**src/hdl/seeded_random_in_range_core_macros.svh**
```systemverilog
// Assertion macros shared by the seeded random-in-range block.
// Depends on nothing; included by the modules that assert.
`ifndef SEEDED_RANDOM_IN_RANGE_CORE_MACROS_SVH
`define SEEDED_RANDOM_IN_RANGE_CORE_MACROS_SVH
// Implication checked on every clock edge outside reset.
`define SRR_ASSERT_IMP(label, clk, rst_n, ante, cons) \
  label: assert property (@(posedge clk) disable iff (!rst_n) (ante) |-> (cons)) \
    else $error("assertion failed");
// Implication whose consequent is checked in the next cycle.
`define SRR_ASSERT_NEXT(label, clk, rst_n, ante, cons) \
  label: assert property (@(posedge clk) disable iff (!rst_n) (ante) |=> (cons)) \
    else $error("assertion failed");
`endif

```
**src/hdl/srr_pkg.sv**
```systemverilog
// Package of the seeded random-in-range block: widths, constants, seed table.
// Depends on nothing.
package srr_pkg;
  localparam int unsigned WordW  = 32;
  localparam int unsigned DrawW  = 28;
  localparam int unsigned Cells  = DrawW;
  localparam logic [16:0] LcgMult = 17'd69069;

  typedef struct packed {
    logic [WordW-1:0] seed_value;
    logic [WordW-1:0] range_low;
    logic [WordW-1:0] range_high;
  } req_t;

  typedef struct packed {
    logic [WordW-1:0] random_value;
  } rsp_t;

  // One stage of the remainder chain.
  typedef struct packed {
    logic             vld;
    logic [WordW:0]   rem;
    logic [DrawW-1:0] quo_bits;
    logic [WordW-1:0] span;
    logic [WordW-1:0] low;
    logic             one;
    logic             zero;
    logic [DrawW-1:0] draw;
  } cell_t;

  function automatic logic [14:0] seed_tab(input logic [7:0] idx);
    logic [14:0] t [256];
    t = '{
      15'd28985,15'd27138,15'd26457,15'd9451,15'd17764,15'd10909,15'd28790,15'd8716,
      15'd6361,15'd4853,15'd17798,15'd21977,15'd19643,15'd20662,15'd10834,15'd20103,
      15'd27067,15'd28634,15'd18623,15'd25849,15'd8576,15'd26234,15'd23887,15'd18228,
      15'd32587,15'd4836,15'd3306,15'd1811,15'd3035,15'd24559,15'd18399,15'd315,
      15'd26766,15'd907,15'd24102,15'd12370,15'd9674,15'd2972,15'd10472,15'd16492,
      15'd22683,15'd11529,15'd27968,15'd30406,15'd13213,15'd2319,15'd23620,15'd16823,
      15'd10013,15'd23772,15'd21567,15'd1251,15'd19579,15'd20313,15'd18241,15'd30130,
      15'd8402,15'd20807,15'd27354,15'd7169,15'd21211,15'd17293,15'd5410,15'd19223,
      15'd10255,15'd22480,15'd27388,15'd9946,15'd15628,15'd24389,15'd17308,15'd2370,
      15'd9530,15'd31683,15'd25927,15'd23567,15'd11694,15'd26397,15'd32602,15'd15031,
      15'd18255,15'd17582,15'd1422,15'd28835,15'd23607,15'd12597,15'd20602,15'd10138,
      15'd5212,15'd1252,15'd10074,15'd23166,15'd19823,15'd31667,15'd5902,15'd24630,
      15'd18948,15'd14330,15'd14950,15'd8939,15'd23540,15'd21311,15'd22428,15'd22391,
      15'd3583,15'd29004,15'd30498,15'd18714,15'd4278,15'd2437,15'd22430,15'd3439,
      15'd28313,15'd23161,15'd25396,15'd13471,15'd19324,15'd15287,15'd2563,15'd18901,
      15'd13103,15'd16867,15'd9714,15'd14322,15'd15197,15'd26889,15'd19372,15'd26241,
      15'd31925,15'd14640,15'd11497,15'd8941,15'd10056,15'd6451,15'd28656,15'd10737,
      15'd13874,15'd17356,15'd8281,15'd25937,15'd1661,15'd4850,15'd7448,15'd12744,
      15'd21826,15'd5477,15'd10167,15'd16705,15'd26897,15'd8839,15'd30947,15'd27978,
      15'd27283,15'd24685,15'd32298,15'd3525,15'd12398,15'd28726,15'd9475,15'd10208,
      15'd617,15'd13467,15'd22287,15'd2376,15'd6097,15'd26312,15'd2974,15'd9114,
      15'd21787,15'd28010,15'd4725,15'd15387,15'd3274,15'd10762,15'd31695,15'd17320,
      15'd18324,15'd12441,15'd16801,15'd27376,15'd22464,15'd7500,15'd5666,15'd18144,
      15'd15314,15'd31914,15'd31627,15'd6495,15'd5226,15'd31203,15'd2331,15'd4668,
      15'd12650,15'd18275,15'd351,15'd7268,15'd31319,15'd30119,15'd7600,15'd2905,
      15'd13826,15'd11343,15'd13053,15'd15583,15'd30055,15'd31093,15'd5067,15'd761,
      15'd9685,15'd11070,15'd21369,15'd27155,15'd3663,15'd26542,15'd20169,15'd12161,
      15'd15411,15'd30401,15'd7580,15'd31784,15'd8985,15'd29367,15'd20989,15'd14203,
      15'd29694,15'd21167,15'd10337,15'd1706,15'd28578,15'd887,15'd3373,15'd19477,
      15'd14382,15'd675,15'd7033,15'd15111,15'd26138,15'd12252,15'd30996,15'd21409,
      15'd25678,15'd18555,15'd13256,15'd23316,15'd22407,15'd16727,15'd991,15'd9236,
      15'd5373,15'd29402,15'd6117,15'd15241,15'd27715,15'd19291,15'd19888,15'd19847
    };
    return t[idx];
  endfunction
endpackage

```
**src/hdl/srr_if.sv**
```systemverilog
// Valid/ready channel carrying one payload of type T.
// Depends on nothing; instantiated with package types.
interface srr_if #(parameter type T = logic) ();
  logic valid;
  logic ready;
  T     data;
  modport source (output valid, output data, input ready);
  modport sink (input valid, input data, output ready);
endinterface

```
**src/hdl/srr_cell.sv**
```systemverilog
// One restoring-remainder cell: handles one draw bit, shift and subtract.
// Depends on srr_pkg.
module srr_cell
  import srr_pkg::*;
(
  input  logic  clk_i,
  input  logic  rst_ni,
  input  logic  en_i,
  input  cell_t cell_i,
  output cell_t cell_o
);
  // Bit index handled is carried implicitly: the draw bits enter MSB first.
  cell_t       cell_d, cell_q;
  logic [WordW:0] shifted;

  always_comb begin
    cell_d   = cell_i;
    shifted  = {cell_i.rem[WordW-1:0], cell_i.quo_bits[DrawW-1]};
    cell_d.quo_bits = {cell_i.quo_bits[DrawW-2:0], 1'b0};
    if (shifted >= {1'b0, cell_i.span}) begin
      cell_d.rem = shifted - {1'b0, cell_i.span};
    end else begin
      cell_d.rem = shifted;
    end
  end

  always_ff @(posedge clk_i or negedge rst_ni) begin
    if (!rst_ni) begin
      cell_q <= '0;
    end else if (en_i) begin
      cell_q <= cell_d;
    end
  end

  assign cell_o = cell_q;
endmodule

```
**src/hdl/srr_front.sv**
```systemverilog
// Front stages: table lookup, multiply by 69069, second lookup, draw.
// Depends on srr_pkg and the assertion macros.
`include "seeded_random_in_range_core_macros.svh"
module srr_front
  import srr_pkg::*;
(
  input  logic  clk_i,
  input  logic  rst_ni,
  input  logic  en_i,
  input  logic  vld_i,
  input  req_t  req_i,
  output cell_t cell_o
);
  // Stage 1: first table word.
  logic             s1_vld_q;
  logic [14:0]      s1_word_q;
  logic [WordW-1:0] s1_low_q, s1_span_q;
  // Stage 2: product.
  logic             s2_vld_q;
  logic [WordW-1:0] s2_prod_q, s2_low_q, s2_span_q;
  logic [WordW-1:0] idx_sum, span_d, prod_d, word2;
  logic [DrawW-1:0] draw;

  assign idx_sum = req_i.seed_value + req_i.range_low + req_i.range_high;
  assign span_d  = req_i.range_high - req_i.range_low + 32'd1;
  assign prod_d  = WordW'({17'd0, s1_word_q} * {15'd0, LcgMult});
  assign word2   = s2_prod_q + {17'd0, seed_tab(s2_prod_q[7:0])} + 32'd1;
  assign draw    = word2[DrawW-1:0];

  always_ff @(posedge clk_i or negedge rst_ni) begin
    if (!rst_ni) begin
      s1_vld_q <= 1'b0;
      s2_vld_q <= 1'b0;
      cell_o   <= '0;
    end else if (en_i) begin
      s1_vld_q        <= vld_i;
      s2_vld_q        <= s1_vld_q;
      cell_o.vld      <= s2_vld_q;
      cell_o.rem      <= '0;
      cell_o.quo_bits <= draw;
      cell_o.draw     <= draw;
      cell_o.span     <= s2_span_q;
      cell_o.low      <= s2_low_q;
      cell_o.one      <= (s2_span_q == 32'd1);
      cell_o.zero     <= (s2_span_q == 32'd0);
    end
  end

  always_ff @(posedge clk_i) begin
    if (en_i) begin
      s1_word_q <= seed_tab(idx_sum[7:0]);
      s1_low_q  <= req_i.range_low;
      s1_span_q <= span_d;
      s2_prod_q <= prod_d;
      s2_low_q  <= s1_low_q;
      s2_span_q <= s1_span_q;
    end
  end

  `SRR_ASSERT_NEXT(a_s1_to_s2, clk_i, rst_ni, en_i && s1_vld_q, s2_vld_q)
  `SRR_ASSERT_NEXT(a_s2_to_out, clk_i, rst_ni, en_i && s2_vld_q, cell_o.vld)
  `SRR_ASSERT_IMP(a_flags_excl, clk_i, rst_ni, cell_o.vld, !(cell_o.one && cell_o.zero))
endmodule

```
**src/hdl/seeded_random_in_range_core.sv**
```systemverilog
// Top level of the seeded random-in-range block.
// Depends on srr_pkg, srr_if, srr_front, srr_cell and the assertion macros.
//
// Usage: each request on req carries a seed and signed low/high bounds; the
// block answers one signed value on rsp, low plus the draw modulo the span.
// Requests are independent, so one request is taken every cycle unless stalled.
// Pipeline: 3 front stages (table, multiply, second table) then one cell
// per draw bit (28 cells), plus one output register.
// Throughput: one request per cycle unless stalled; 28 remainder cells
// set most of the latency, each holding one request's partial remainder.
// Stalls: the whole pipe advances only when the output register is free or
// being drained, so req.ready drops as soon as a response waits on a
// stalled rsp, and the whole pipe holds until it is taken.
// Reset clears all valid flags; the pipe is empty after reset.
// Special cases: a span of one returns low; a span that wraps to zero
// returns low plus the raw draw.
`include "seeded_random_in_range_core_macros.svh"
module seeded_random_in_range_core
  import srr_pkg::*;
(
  input  logic clk_i,
  input  logic rst_ni,
  srr_if.sink   req,
  srr_if.source rsp
);
  logic         en;
  cell_t        chain [Cells+1];
  logic         out_vld_q;
  logic [WordW-1:0] out_val_q, offset;
  req_t         req_data;
  rsp_t         rsp_data;

  // Pipe advances when the output slot is empty or being taken.
  assign en        = !out_vld_q || rsp.ready;
  assign req.ready = en;
  assign req_data  = req.data;

  srr_front u_front (
    .clk_i  (clk_i),
    .rst_ni (rst_ni),
    .en_i   (en),
    .vld_i  (req.valid),
    .req_i  (req_data),
    .cell_o (chain[0])
  );

  for (genvar g = 0; g < Cells; g++) begin : g_cell
    srr_cell u_cell (
      .clk_i  (clk_i),
      .rst_ni (rst_ni),
      .en_i   (en),
      .cell_i (chain[g]),
      .cell_o (chain[g+1])
    );
  end

  always_comb begin
    priority if (chain[Cells].one) begin
      offset = '0;
    end else if (chain[Cells].zero) begin
      offset = {{(WordW-DrawW){1'b0}}, chain[Cells].draw};
    end else begin
      offset = chain[Cells].rem[WordW-1:0];
    end
  end

  always_ff @(posedge clk_i or negedge rst_ni) begin
    if (!rst_ni) begin
      out_vld_q <= 1'b0;
    end else if (en) begin
      out_vld_q <= chain[Cells].vld;
    end
  end

  always_ff @(posedge clk_i) begin
    if (en) begin
      out_val_q <= chain[Cells].low + offset;
    end
  end

  assign rsp_data.random_value = out_val_q;
  assign rsp.valid = out_vld_q;
  assign rsp.data  = rsp_data;

  `SRR_ASSERT_IMP(a_stall_ready, clk_i, rst_ni, out_vld_q && !rsp.ready, !req.ready)
  `SRR_ASSERT_NEXT(a_stall_hold, clk_i, rst_ni, out_vld_q && !rsp.ready, $stable(out_val_q))
  `SRR_ASSERT_NEXT(a_last_to_out, clk_i, rst_ni, en && chain[Cells].vld, out_vld_q)
endmodule
```
**src/flat_wrapper.sv**
```systemverilog
// flat-port wrapper written by rule: the top's interface ports become plain ports
module seeded_random_in_range_core_flat import srr_pkg::*;
  (clk_i, rst_ni, req_valid, req_data, req_ready, rsp_valid, rsp_data, rsp_ready);
  srr_if req_i ();
  srr_if rsp_i ();
  input  logic clk_i;
  input  logic rst_ni;
  input wire logic [$bits(req_i.valid)-1:0] req_valid;
  input wire logic [$bits(req_i.data)-1:0] req_data;
  output wire logic [$bits(req_i.ready)-1:0] req_ready;
  output wire logic [$bits(rsp_i.valid)-1:0] rsp_valid;
  output wire logic [$bits(rsp_i.data)-1:0] rsp_data;
  input wire logic [$bits(rsp_i.ready)-1:0] rsp_ready;
  assign req_i.valid = req_valid;
  assign req_i.data = req_data;
  assign req_ready = req_i.ready;
  assign rsp_valid = rsp_i.valid;
  assign rsp_data = rsp_i.data;
  assign rsp_i.ready = rsp_ready;
  seeded_random_in_range_core u_core (.clk_i(clk_i), .rst_ni(rst_ni), .req(req_i), .rsp(rsp_i));
endmodule
```
**config.mk**
```make
export PLATFORM = sky130hd
export DESIGN_NAME = seeded_random_in_range_core_flat
export DESIGN_NICKNAME = d
export VERILOG_FILES = /design/src/hdl/srr_pkg.sv /design/src/hdl/srr_if.sv /design/src/hdl/srr_cell.sv /design/src/hdl/srr_front.sv /design/src/hdl/seeded_random_in_range_core.sv /design/src/flat_wrapper.sv
export VERILOG_INCLUDE_DIRS = /design/src /design/src/hdl
export SDC_FILE = /design/constraint.sdc
export NUM_CORES = 2
export LEC_CHECK = 0
export BUFFER_PORTS_ARGS = -buffer_cell sky130_fd_sc_hd__clkbuf_2
export CAP_MARGIN = 20
export CORE_ASPECT_RATIO = 1.2
export CORE_MARGIN = 3
export CORE_UTILIZATION = 55
export CTS_BUF_LIST = sky130_fd_sc_hd__clkbuf_4
export CTS_CLUSTER_DIAMETER = 80
export DETAILED_ROUTE_END_ITERATION = 7
export PLACE_DENSITY = 0.76
export RECOVER_POWER = 100
export SYNTH_ARGS = -nofsm -noshare
export SYNTH_HDL_FRONTEND = slang
export SYNTH_SLANG_ARGS = --single-unit
export TNS_END_PERCENT = 20
```
**constraint.sdc**
```tcl
create_clock -name clk_i -period 5.4 [get_ports clk_i]
set_input_delay 0.54 -clock clk_i [delete_from_list [all_inputs] [get_ports clk_i]]
set_output_delay 0.54 -clock clk_i [all_outputs]
set_load 0.02 [all_outputs]
```
==> run summary <==
Reg power frac: 41.7%
Layout Nets: 8591
FF+latch count, synth: 1390
Worst skew pair latency: 1.26 ns
Vias after detailed routing: 57.97k
Per-cell routed wire length: 16.74 µm
Status: finished with violations
CTS tree: done
Die Height: 401.2 µm
Placed wire-length estimate: 119600 µm
Critical Path End Type: flip-flop
PortBufs: 7
CP cell instances: inv_1, ha_1, buf_4, nor2_1, clkbuf_2, o311ai_0, a31oi_1, o21ai_0, ha_1, buf_4, a21o_1, a21oi_1, nor3b_1, a211oi_1, o21ai_0, xor2_1, o21ai_0
Psw: 20.22 mW
F_max: 196.4 MHz
Slew @ Worst Pin: 3.768 ns
CTS max path bufs: 4
Seq/Total Area, Yosys: 48.77%
Syn-to-layout area delta: 9.143%
Starting Density: 55.56%
Vias in the first global route: 57.77k
Max rail drop VDD: 0.0003772 V
Global route total overflow: 0
Design area: 78110 µm²
Post-Syn Nets: 8412
CP most frequent cell: o21ai_0
CP required: 6.42 ns
Global Route Usage Sum: 25.86%
Tot Pwr: 48.04 mW
Largest net degree at the start of global routing: 269
Max Clock Skew: 0.1015 ns
Reg clk slew, reported paths: 0.07 ns
RSZ-0062 raised after global routing: no
Placed cell area: 74170 µm²
Root Driver: clkbuf_4
Register Area: 34900 µm²
Core Box Area: 128800 µm²
Final Critical Period: 5.092 ns
# setup viols final: 0
Share of cells above drive strength 1: 9.514%
Cell count after synthesis: 8271
Maxcap violations: 28
I/O pin count: 8
Multi-input gate area: 34470 µm²
Pre-antenna DRT Iters: 6
Leak: 33.81 nW
DRC Markers: 0
Clock power frac: 17.7%
Synth top area share: 47.76%
CP max FO: 7
Internal power: 27.82 mW
Power density cells: 615.0 nW/µm²
Sink Count: 1390
Die Wd: 335.3 µm
Slew margin rel.: -151.2%
Netlist cell types: 97
Vias per cell: 5.598
WL final: 173400 µm
CP bufs+invs: 4
Net Sw Frac: 42.09%
Fill cell count: 11.39k
Ys Warns: 0
Fin Hold WS: 0.1826 ns
Crit path largest cell delay: 0.67 ns
Mapped cell area: 71570 µm²
H-tree Lvls: 5
Detail Route Antenna Nets: 0
Comb power frac: 40.6%
Standard-cell rows: 144
Die area: 134500 µm²
Post-synth EDFFs: 24
First-pass GRT wire length: 287600 µm
Failing checks: capacitance limit, slew limit
Worst hold path type: input pin to flip-flop
Yosys top cell by area: dfrtp_1
CP max stage cell: o311ai_0
Endpoints failing hold: 0
Avg Inst Size Synth: 8.653 µm²
Largest delay share family, worst path: compound AO/OA/AOI/OAI gates
Prevailing post-synth register cell: dfrtp_1
TritonCTS Buffers: 361
1st-iter DRT viols: 3850
Crit start category: flip-flop
CP Class: flip-flop to flip-flop
Crit share post-route: 94.29%
Final GP Congestion: 0.9140
Area contributors post-synth: dfrtp_1 48%, nand2_1 13%, o21ai_0 6.1%
Post-synthesis async set-or-reset flop share: 98.27%
Max Transition Viols Final: 3624
Antenna violations before repair: 3
Setup TNS: 0 ns
Worst path arrival time: 6.11 ns
[cells by family (layout without fill, tap and decap cells)]
kind of cell	count (synthesis)	after routing	share of synthesized area [%]
simple gates	3975	3975	24.50
compound gates	1468	1468	11.91
flops	1390	1390	48.77
xor+xnor	697	697	8.530
buf+inv	580	980	3.056
fa+ha+maj	136	136	2.682
mux	24	24	0.5420
other cells	1	6	0.005240
[repair_timing]
action                     CTS  global route
hold endpoints to repair   868             0
setup endpoints to repair    0             1
hold buffers                 7             0
buffers inserted             0             0
resized for setup            0             1
[state kept, by name, indices dropped and copies added (netlist names)]
name	cells
u_core.u_front.s1_span_q	1
u_core.g_cell.u_cell.cell_o	1330
u_core.out_val_q	1
u_core.rsp.valid	1
u_core.u_front.s2_vld_q	1
u_core.u_front.s1_vld_q	1
u_core.u_front.s2_prod_q	21
u_core.u_front.s1_word_q	1
u_core.u_front.cell_o	33
[Yosys cell counts, types with 45 or more instances]
library cell,count
xor2_1,264
nor3_1,254
ha_1,107
a31oi_1,74
nand2b_1,48
nor4_1,152
o211ai_1,55
a211oi_1,45
inv_1,149
nor2_1,457
a21oi_1,165
nand2_1,2471
or3_1,131
or4_1,101
xnor2_1,433
dfrtp_1,1366
nand3_1,106
clkbuf_1,393
o21ai_0,879
[area by class of cell]
type | count | share of cell area [%]
flip-flops and latches | 1390 | 44.68
well taps | 1679 | 2.689
clock buffers | 503 | 4.834
diodes | 5 | 0.01602
clock inverters | 81 | 0.5222
inverters | 151 | 0.7352
repair buffers | 245 | 2.387
multi-input cells | 6301 | 44.13
[placed cells by master, fill, tap and decap left out, types with 13 or more instances in the layout]
| cell | n |
|---|---|
| nand2_1 | 2471 |
| dfrtp_1 | 1366 |
| o21ai_0 | 884 |
| clkbuf_4 | 510 |
| nor2_1 | 457 |
| xnor2_1 | 433 |
| xor2_1 | 264 |
| nor3_1 | 254 |
| buf_4 | 185 |
| a21oi_1 | 165 |
| nor4_1 | 153 |
| inv_1 | 148 |
| or3_1 | 131 |
| ha_1 | 107 |
| nand3_1 | 106 |
| or4_1 | 101 |
| a31oi_1 | 74 |
| clkinv_1 | 60 |
| o211ai_1 | 55 |
| nand2b_1 | 48 |
| a211oi_1 | 45 |
| o31ai_1 | 41 |
| nor2b_1 | 37 |
| nand4_1 | 35 |
| or2_2 | 29 |
| fa_1 | 29 |
| o21a_1 | 27 |
| nand4b_1 | 26 |
| nand3b_1 | 24 |
| edfxtp_1 | 24 |
| a21o_1 | 20 |
| and3_1 | 19 |
| clkbuf_1 | 18 |
| clkbuf_2 | 17 |
| o41ai_1 | 16 |
| nor3b_1 | 14 |
| clkinv_2 | 14 |
| a211o_1 | 13 |
| and4_1 | 13 |
[tightest hold or removal path, cell delays in order]
cell and delay (ns):
dlygate4sd3_1 0.52, clkbuf_2 0.13, nand2_1 0.06, nand2_1 0.06
[final timing paths]
path | startpoint | cells past startpoint | to | slack (ns)
min in group asynchronous | rst_ni | 4 | u_core.g_cell[24].u_cell.cell_o[155]$_DFFE_PN0P_ | 1.44
worst min-delay path | req_valid | 4 | u_core.u_front.s1_vld_q$_DFFE_PN0P_ | 0.18
worst min register to register | u_core.g_cell[19].u_cell.cell_o[116]$_DFFE_PN0P_ | 2 | u_core.g_cell[20].u_cell.cell_o[117]$_DFFE_PN0P_ | 0.42
worst max register to register | u_core.u_front.s2_prod_q[2]$_DFFE_PP_ | 17 | u_core.u_front.cell_o[24]$_DFFE_PN0P_ | 0.31
worst max-delay path | u_core.u_front.s2_prod_q[2]$_DFFE_PP_ | 17 | u_core.u_front.cell_o[24]$_DFFE_PN0P_ | 0.31
max in group asynchronous | rst_ni | 4 | u_core.g_cell[1].u_cell.cell_o[107]$_DFFE_PN0P_ | 0.81
[power groups by stage]
| stage | registers [mW] | clock network [mW] | logic, mW |
|---|---|---|---|
| after floorplan | 18.6 | 0 | 13.9 |
| after global placement | 19.9 | 0 | 19.0 |
| after detailed placement | 20.1 | 0 | 19.5 |
| after CTS | 19.9 | 8.82 | 19.6 |
| after global routing | 20.7 | 9.37 | 22.1 |
| final | 20.0 | 8.50 | 19.5 |
[metrics by stage]
step	utilization, %	cells	setup slack, ns
6_report	60.64	10355	0.3083
5_1_grt	60.64	10355	0.05556
4_1_cts	60.89	10350	0.2386
3_5_place_dp	57.58	9759	0.3064
3_3_place_gp	57.58	9759	0.3388
2_1_floorplan	-	8271	0.5784
[routing by layer]
layer  global-route usage (%)  up-vias  routed length [µm]
li1                         -    28617                   -
met1                    30.52    27762               70090
met2                    46.23     1161               90000
met3                    3.876      427                6128
met4                    11.93        0                7143
met5                        0        -                   0
Power figures use the tool's default switching activity.
